$ cat src/design/wfc_pkg.sv
// Shared constants, types and the quarter-wave sine table for the windowed Fourier block.
package wfc_pkg;

    localparam int MAX_WINDOW      = 1024;
    localparam int MAX_FREQUENCIES = 64;
    localparam int SINE_TABLE_BITS = 10;

    localparam int RING_AW  = $clog2(MAX_WINDOW);
    localparam int FREQ_AW  = $clog2(MAX_FREQUENCIES);
    localparam int QBITS    = SINE_TABLE_BITS - 2;
    localparam int QLEN     = 1 << QBITS;

    localparam int LEN_W    = 11;
    localparam int FCNT_W   = 7;
    localparam int ACC_W    = 64;
    localparam int XW_W     = 33;
    localparam int TRIG_W   = 17;
    localparam int PROD_W   = XW_W + TRIG_W;

    localparam logic [LEN_W-1:0]  WINDOW_RESET = LEN_W'(1024);
    localparam logic [LEN_W-1:0]  HOP_RESET    = LEN_W'(512);
    localparam logic [FCNT_W-1:0] FREQS_RESET  = FCNT_W'(32);

    localparam longint POLY_C1 = 64'sd1686629713;
    localparam longint POLY_C3 = 64'sd693598668;
    localparam longint POLY_C5 = 64'sd85569306;
    localparam longint POLY_C7 = 64'sd5026995;
    localparam longint POLY_C9 = 64'sd172272;

    typedef enum logic [1:0] {
        OP_SAMPLE = 2'd0,
        OP_WEIGHT = 2'd1,
        OP_INC    = 2'd2
    } op_t;

    typedef enum logic [1:0] {
        CFG_WINDOW = 2'd0,
        CFG_HOP    = 2'd1,
        CFG_FREQS  = 2'd2
    } cfg_idx_t;

    typedef struct packed {
        logic               ring_we;
        logic               weight_we;
        logic               inc_we;
        logic               inc_load;
        logic               step;
        logic               result_load;
        logic               last;
        logic [RING_AW-1:0] ring_waddr;
        logic [RING_AW-1:0] ring_raddr;
        logic [RING_AW-1:0] weight_raddr;
        logic [FREQ_AW-1:0] freq;
    } cmd_t;

    typedef struct packed {
        logic busy;
    } status_t;

    typedef logic [15:0] qsin_t [0:QLEN];

    // First quarter of the sine, odd degree-9 polynomial in Q30, rounded to Q15.
    function automatic qsin_t build_qsin();
        qsin_t  tab;
        longint u;
        longint u2;
        longint t;
        longint s;
        longint r;
        for (int k = 0; k <= QLEN; k++) begin
            u  = longint'(k) <<< (30 - QBITS);
            u2 = (u * u) >>> 30;
            t  = POLY_C7 - ((u2 * POLY_C9) >>> 30);
            t  = POLY_C5 - ((u2 * t) >>> 30);
            t  = POLY_C3 - ((u2 * t) >>> 30);
            t  = POLY_C1 - ((u2 * t) >>> 30);
            s  = (u * t) >>> 30;
            r  = (s + 64'sd16384) >>> 15;
            if (r > 64'sd32768) begin
                r = 64'sd32768;
            end
            tab[k] = 16'(r);
        end
        return tab;
    endfunction

    localparam qsin_t QSIN = build_qsin();

    // Full-cycle sine from the top bits of a phase, via quarter-wave symmetry.
    function automatic logic signed [TRIG_W-1:0] trig_q15(logic [SINE_TABLE_BITS-1:0] idx);
        logic [1:0]        quad;
        logic [QBITS:0]    k;
        logic [TRIG_W-1:0] mag;
        quad = idx[SINE_TABLE_BITS-1 -: 2];
        k    = {1'b0, idx[QBITS-1:0]};
        if (quad[0]) begin
            k = (QBITS+1)'(QLEN) - k;
        end
        mag = {1'b0, QSIN[k]};
        return quad[1] ? -$signed(mag) : $signed(mag);
    endfunction

endpackage

$ cat src/design/wfc_ctrl.sv
// Controller: config registers, sample/hop counting and the frame sequencer.
module wfc_ctrl (
    input  logic                     aclk,
    input  logic                     aresetn,
    input  logic                     s_valid,
    output logic                     s_ready,
    input  logic [1:0]               s_operation,
    input  logic [9:0]               s_table_index,
    output logic                     m_valid,
    input  logic                     m_ready,
    input  logic                     cfg_valid,
    output logic                     cfg_ready,
    input  logic [1:0]               cfg_index,
    input  logic [10:0]              cfg_data,
    output wfc_pkg::cmd_t            cmd,
    input  wfc_pkg::status_t         status
);

    typedef enum logic [6:0] {
        ST_IDLE   = 7'b0000001,
        ST_INC_RD = 7'b0000010,
        ST_INC_LD = 7'b0000100,
        ST_RUN    = 7'b0001000,
        ST_DRAIN  = 7'b0010000,
        ST_RESULT = 7'b0100000,
        ST_OUT    = 7'b1000000
    } state_t;

    state_t state_reg, state_next;

    logic [wfc_pkg::LEN_W-1:0]   window_reg, hop_reg;
    logic [wfc_pkg::FCNT_W-1:0]  freqs_reg;
    logic [wfc_pkg::RING_AW-1:0] wp_reg, wp_next;
    logic [wfc_pkg::LEN_W-1:0]   seen_reg, seen_next;
    logic [wfc_pkg::LEN_W-1:0]   hop_cnt_reg, hop_cnt_next;
    logic [wfc_pkg::RING_AW-1:0] start_reg, start_next;
    logic [wfc_pkg::LEN_W-1:0]   n_reg, n_next;
    logic [wfc_pkg::FREQ_AW-1:0] k_reg, k_next;

    logic [wfc_pkg::LEN_W-1:0]   eff_len, eff_hop;
    logic [wfc_pkg::FCNT_W-1:0]  eff_nf;
    logic                        accept, is_sample, trigger, last_k;

    assign eff_len = (window_reg == '0) ? wfc_pkg::LEN_W'(1) :
                     (window_reg > wfc_pkg::LEN_W'(wfc_pkg::MAX_WINDOW)) ?
                     wfc_pkg::LEN_W'(wfc_pkg::MAX_WINDOW) : window_reg;
    assign eff_hop = (hop_reg == '0) ? wfc_pkg::LEN_W'(1) : hop_reg;
    assign eff_nf  = (freqs_reg == '0) ? wfc_pkg::FCNT_W'(1) :
                     (freqs_reg > wfc_pkg::FCNT_W'(wfc_pkg::MAX_FREQUENCIES)) ?
                     wfc_pkg::FCNT_W'(wfc_pkg::MAX_FREQUENCIES) : freqs_reg;

    assign s_ready   = (state_reg == ST_IDLE);
    assign m_valid   = (state_reg == ST_OUT);
    assign cfg_ready = 1'b1;
    assign accept    = s_valid & s_ready;
    assign is_sample = accept && (s_operation == wfc_pkg::OP_SAMPLE);
    assign last_k    = (wfc_pkg::FCNT_W'(k_reg) + wfc_pkg::FCNT_W'(1)) == eff_nf;

    // Frame trigger: first full window, then every hop.
    always_comb begin
        seen_next    = seen_reg;
        hop_cnt_next = hop_cnt_reg;
        trigger      = 1'b0;
        wp_next      = wp_reg;
        if (is_sample) begin
            wp_next = wp_reg + 1'b1;
            if (seen_reg < eff_len) begin
                seen_next = seen_reg + 1'b1;
                if (seen_next == eff_len) begin
                    hop_cnt_next = eff_hop;
                    trigger      = 1'b1;
                end
            end else if (hop_cnt_reg <= wfc_pkg::LEN_W'(1)) begin
                hop_cnt_next = eff_hop;
                trigger      = 1'b1;
            end else begin
                hop_cnt_next = hop_cnt_reg - 1'b1;
            end
        end
    end

    always_comb begin
        state_next = state_reg;
        start_next = start_reg;
        n_next     = n_reg;
        k_next     = k_reg;
        cmd        = '0;

        cmd.ring_waddr   = wp_reg;
        cmd.ring_raddr   = start_reg + n_reg[wfc_pkg::RING_AW-1:0];
        cmd.weight_raddr = n_reg[wfc_pkg::RING_AW-1:0];
        cmd.freq         = k_reg;
        cmd.last         = last_k;

        case (state_reg)
            ST_IDLE: begin
                cmd.ring_we   = is_sample;
                cmd.weight_we = accept && (s_operation == wfc_pkg::OP_WEIGHT);
                cmd.inc_we    = accept && (s_operation == wfc_pkg::OP_INC) &&
                                (s_table_index < 10'(wfc_pkg::MAX_FREQUENCIES));
                if (trigger) begin
                    start_next = wp_next - eff_len[wfc_pkg::RING_AW-1:0];
                    k_next     = '0;
                    state_next = ST_INC_RD;
                end
            end
            ST_INC_RD: begin
                state_next = ST_INC_LD;
            end
            ST_INC_LD: begin
                cmd.inc_load = 1'b1;
                n_next       = '0;
                state_next   = ST_RUN;
            end
            ST_RUN: begin
                cmd.step = 1'b1;
                n_next   = n_reg + 1'b1;
                if (n_next == eff_len) begin
                    state_next = ST_DRAIN;
                end
            end
            ST_DRAIN: begin
                if (!status.busy) begin
                    state_next = ST_RESULT;
                end
            end
            ST_RESULT: begin
                cmd.result_load = 1'b1;
                state_next      = ST_OUT;
            end
            ST_OUT: begin
                if (m_ready) begin
                    if (last_k) begin
                        state_next = ST_IDLE;
                    end else begin
                        k_next     = k_reg + 1'b1;
                        state_next = ST_INC_RD;
                    end
                end
            end
            default: state_next = ST_IDLE;
        endcase
    end

    always_ff @(posedge aclk) begin
        if (!aresetn) begin
            state_reg   <= ST_IDLE;
            window_reg  <= wfc_pkg::WINDOW_RESET;
            hop_reg     <= wfc_pkg::HOP_RESET;
            freqs_reg   <= wfc_pkg::FREQS_RESET;
            wp_reg      <= '0;
            seen_reg    <= '0;
            hop_cnt_reg <= '0;
            start_reg   <= '0;
            n_reg       <= '0;
            k_reg       <= '0;
        end else begin
            state_reg   <= state_next;
            wp_reg      <= wp_next;
            seen_reg    <= seen_next;
            hop_cnt_reg <= hop_cnt_next;
            start_reg   <= start_next;
            n_reg       <= n_next;
            k_reg       <= k_next;
            if (cfg_valid) begin
                case (cfg_index)
                    wfc_pkg::CFG_WINDOW: window_reg <= cfg_data;
                    wfc_pkg::CFG_HOP:    hop_reg    <= cfg_data;
                    wfc_pkg::CFG_FREQS:  freqs_reg  <= cfg_data[wfc_pkg::FCNT_W-1:0];
                    default: ;
                endcase
            end
        end
    end

endmodule

$ cat config.mk
export PLATFORM = sky130hd
export DESIGN_NAME = wfc_ctrl
export DESIGN_NICKNAME = d
export VERILOG_FILES = /design/src/design/wfc_pkg.sv /design/src/design/wfc_ctrl.sv
export SDC_FILE = /design/constraint.sdc
export NUM_CORES = 1
export LEC_CHECK = 0
export ABC_AREA = 1
export BUFFER_PORTS_ARGS = -buffer_cell sky130_fd_sc_hd__buf_2
export CORE_MARGIN = 2
export CORE_UTILIZATION = 25
export CTS_CLUSTER_SIZE = 28
export DETAILED_ROUTE_END_ITERATION = 6
export PLACE_DENSITY = 0.46
export SLEW_MARGIN = 20
export SYNTH_ARGS = -nofsm -noshare
export SYNTH_HDL_FRONTEND = slang
export SYNTH_SLANG_ARGS = --single-unit
$ cat constraint.sdc
create_clock -name aclk -period 9.6 [get_ports aclk]
set_input_delay 1.92 -clock aclk [delete_from_list [all_inputs] [get_ports aclk]]
set_output_delay 1.92 -clock aclk [all_outputs]
set_load 0.005 [all_outputs]
## After elaboration in Yosys (flattened, before gate mapping)

Index checks and enable logic that the tools add are counted.

- Flip-flop bits (word level): 95
- Latch bits: 0
- Memory bits (writable): 0
- ROM bits: 0
- Bits of input ports: 31
- Output and inout port bits: 46
- Word-level logic and storage cells: 91
- Memories: 0

- $add $sub $neg: 8
- Multipliers: 0
- Div/mod/pow operators: 0
- Order comparisons: 5
- Equal/unequal tests: 20
- Shift-type cells: 0
- Muxes and demuxes: 28
- Bitwise operators: 1
- Reduce and logical (&&, ||, !) cells: 19

Operators by type and width:

| cell | count |
|---|---|
| 2-to-1 mux 11 bit | 6 |
| case mux 7 bit (7 select lines) | 1 |
| 2-to-1 mux 7 bit | 6 |
| adder 11 x 1 -> 11 bit, second input constant | 2 |
| equality test 11 bit | 2 |
| zero test 11 bit | 2 |
| case mux 11 bit (2 select lines) | 1 |
| 2-to-1 mux 6 bit | 3 |
| case mux 6 bit (2 select lines) | 1 |
| AND reduction 2 bit | 6 |
| > comparator 11 bit, second input constant | 1 |
| <= comparator 11 x 1 -> 1 bit, second input constant | 1 |
| less-than comparator 11 bit | 1 |
| subtractor 11 x 1 -> 11 bit, second input constant | 1 |
| adder 10 x 1 -> 10 bit, second input constant | 1 |
| adder 10 bit | 1 |
| less-than comparator 10 x 7 -> 1 bit, second input constant | 1 |
| 2-to-1 mux 10 bit | 1 |
| subtractor 10 bit | 1 |
| != test 2 bit, second input constant | 4 |
| AND reduction 4 bit | 2 |
| adder 6 x 1 -> 7 bit, second input constant | 1 |
| equality test 7 x 1 -> 1 bit, second input constant | 1 |
| equality test 7 x 2 -> 1 bit, second input constant | 1 |
| 19 further kinds | 33 |

## Depth between registers and ports, before layout

- Word-level depth: 9
- Gate-level depth with buffers: 19
- Mapped depth without buffers: 19

## Least setup slack after synthesis

No wires, ideal clock.

- Path kind: input port to output port
- Start: input s_table_index[9]
- End: output cmd[40] (netlist bit)
- Arrival time: 2379 ps
- Data required time: 7680 ps
- Path slack: 5301 ps
- Stages on the path: 3
- Path buffers: 0
- Cells stage by stage: nor4_1 nand3_1 nor2_1

RTL lines:

| what | RTL line | source |
|---|---|---|
| start: declaration | wfc_ctrl.sv:8 | `input logic [9:0] s_table_index,` |
| end: declaration | wfc_ctrl.sv:15 | `output wfc_pkg::cmd_t cmd,` |

==> reports/results.txt <==
Core area -> 24,400 um2
Buffers on Ports -> 69
Critical path's slowest cell -> nor3_4
Crit path kind -> input port to output pin
Hold_buf cts -> 0
Share of post-route cells with drive strength above 1 -> 0.121
Critical Path Stages -> 3
Dpl hpwl -> 13,000 um
Final WL -> 17,300 um
Chip height -> 162 um
HP Class -> register to register
Area leader, netlist -> dfxtp_1
Synth area leaders -> dfxtp_1 31%, nand2_1 10%, nor2_1 7.1%
Total Neg Setup Slack -> 0 ps
Hold path cells -> 2
CTS tree -> yes
Final worst slack -> 4620 ps
Worst path cell trace -> buf_2 -> nor3_4 -> buf_2
Antenna diodes -> 0
First-pass GRT wire length -> 28,300 um
Final setup fails -> 0
Number of setup buffers added after CTS -> 0
Vias -> 5,633
Asr flop ratio synth -> 0
Largest net degree at the start of global routing -> 66
Nets -> 1,015
Tmin final -> 4980 ps
#FFs+latches synth -> 95
Worst-path fanout max -> 11
Clock sink count -> 95
Synth top area share -> 0.306
Pre-CTS WS -> 4600 ps
Power Total -> 0.00117 W
WP buf/inv -> 2
Synthesized Nets -> 967
Synth Instances -> 899
Mean post-synth cell area -> 6.92 um2
Initial antenna violation count -> 0
Total track usage -> 0.135
Worst-Skew Late Latency -> 360 ps
Drc violations -> 0
Die X -> 162 um
Power Density -> 165 nW/um2
Vias in the first global route -> 5,332
CTS Buf Count -> 9
Slew Limit Fails -> 0
Clk root buf -> clkbuf_16
RSZ-0062 raised after global routing -> false
Most frequent cells in the layout -> 173 x nand2_1, 118 x nor2_1, 103 x inv_1, 95 x dfxtp_1, 71 x o21ai_0
MaxCap Viol Count -> 0
CTS Buffer Depth -> 2
Post-CTS sizing -> 0
Worst Setup Start Kind -> input port
CTS HTree Levels -> 3
Die footprint -> 26,200 um2
Yosys Warn Count -> 0
Crit end category -> output pin
Per-cell routed wire length -> 13.5 um
Most common cell after layout, fill and taps aside -> nand2_1
P&R area growth vs syn -> 14.4%
Static Leak -> 3.40 nW
Synth Flop Type -> dfxtp_1
Arr. time, crit path -> 3060 ps
Worst Tran Pin Value -> 918 ps
Distinct cells, synth -> 42
Max_slew headroom -> 0.386
First-pass detailed-route iteration total -> 5
Clock-pin transition on the worst setup and hold timing paths -> 70 ps
Vias/cell -> 4.41
Placer congestion estimate -> 0.796
Final hold vios -> 0
Overflow left after global routing -> 0
DR iter-0 viols -> 299
Worst Path Required -> 7680 ps
Initial core utilization -> 0.255
Setup Skew -> 9.79 ps
ANT nets after route -> 0
Worst path max stage delay -> 760 ps
Io pins -> 77
Mapped Area -> 6220 um2
Fmax -> 201 MHz
CP top delay family -> simple AND/OR/NAND/NOR gates
Sequential element share of the synthesized area -> 0.306
Status -> finished, final reports clean
Maximum vdd drop -> 0.0000772 V
Final period util -> 0.519
Reg2Reg Depth -> 15
Post-synth EDFFs -> 0
Row cnt -> 57
Crit path top cell by count -> buf_2
==> Yosys cell counts (3+ instances only) <==
master and number:
a21o_1 4, clkbuf_1 17, inv_2 3, nand2_4 3
nand2_2 5, a211oi_1 6, nand2_1 173, buf_4 15
nor2_1 118, nor4_1 7, dfxtp_1 95, nand3_1 51
ha_1 35, nor2_4 3, a21oi_1 67, o21ai_0 71
xnor2_1 10, a31oi_1 4, o211ai_1 6, inv_1 103
nand4_1 12, xor2_1 43, nand3b_1 6, nor3_1 17
==> tightest hold or removal path: stages (launching register included) <==
cell and delay [ps]:
dfxtp_1 330, inv_1 50, a21oi_1 50
==> layout make-up <==
cell class | instances | area [um2]
Tap cell | 324 | 405
Timing Repair Buffer | 73 | 375
Multi-Input combinational cell | 660 | 3710
Fill cell | 2753 | 17300
Sequential cell | 95 | 1900
Inverter | 108 | 412
Clock buffer | 12 | 236
Clock inverter | 4 | 77.6
==> worst paths after layout <==
path	start	end	slack [ps]
min reg2reg	hop_reg[0]	hop_reg[0]	470
max	s_operation[1]	cmd[42]	4620
max reg2reg	window_reg[2]	hop_cnt_reg[4]	5510
min	hop_reg[0]	hop_reg[0]	470
==> per-stage QoR <==
| step | cell area [um2] | util | hold WS, ps | std cells |
|---|---|---|---|---|
| 4_1_cts | 7110 | 0.292 | 476 | 1276 |
| 2_1_floorplan | 6220 | - | 433 | 899 |
| 6_report | 7120 | 0.292 | 471 | 1276 |
| 5_1_grt | 7120 | 0.292 | 514 | 1276 |
| 3_5_place_dp | 6800 | 0.279 | 465 | 1260 |
| 3_3_place_gp | 6800 | 0.279 | 460 | 1260 |
==> layer usage <==
metal  global-route usage  wire length (um)
met1                0.186              8770
met2                0.217              7790
met3               0.0194               446
met4               0.0434               256
met5                    0                 0
==> kinds of logic after synthesis <==
family / after synthesis / synth area share
simple gates: 404 / 0.294
compound gates: 162 / 0.139
buf+inv: 144 / 0.0996
flops: 95 / 0.306
xor+xnor: 56 / 0.0845
fa+ha+maj: 37 / 0.0768
other cells: 1 / 0.000603
==> where the power goes <==
group	total, W	switching (W)	leakage, nW	internal [W]
combinational	0.000315	0.000199	2.48	0.000117
clock	0.000401	0.000170	0.152	0.000231
sequential	0.000458	0.0000351	0.772	0.000423
Power figures use the tool's default switching activity.
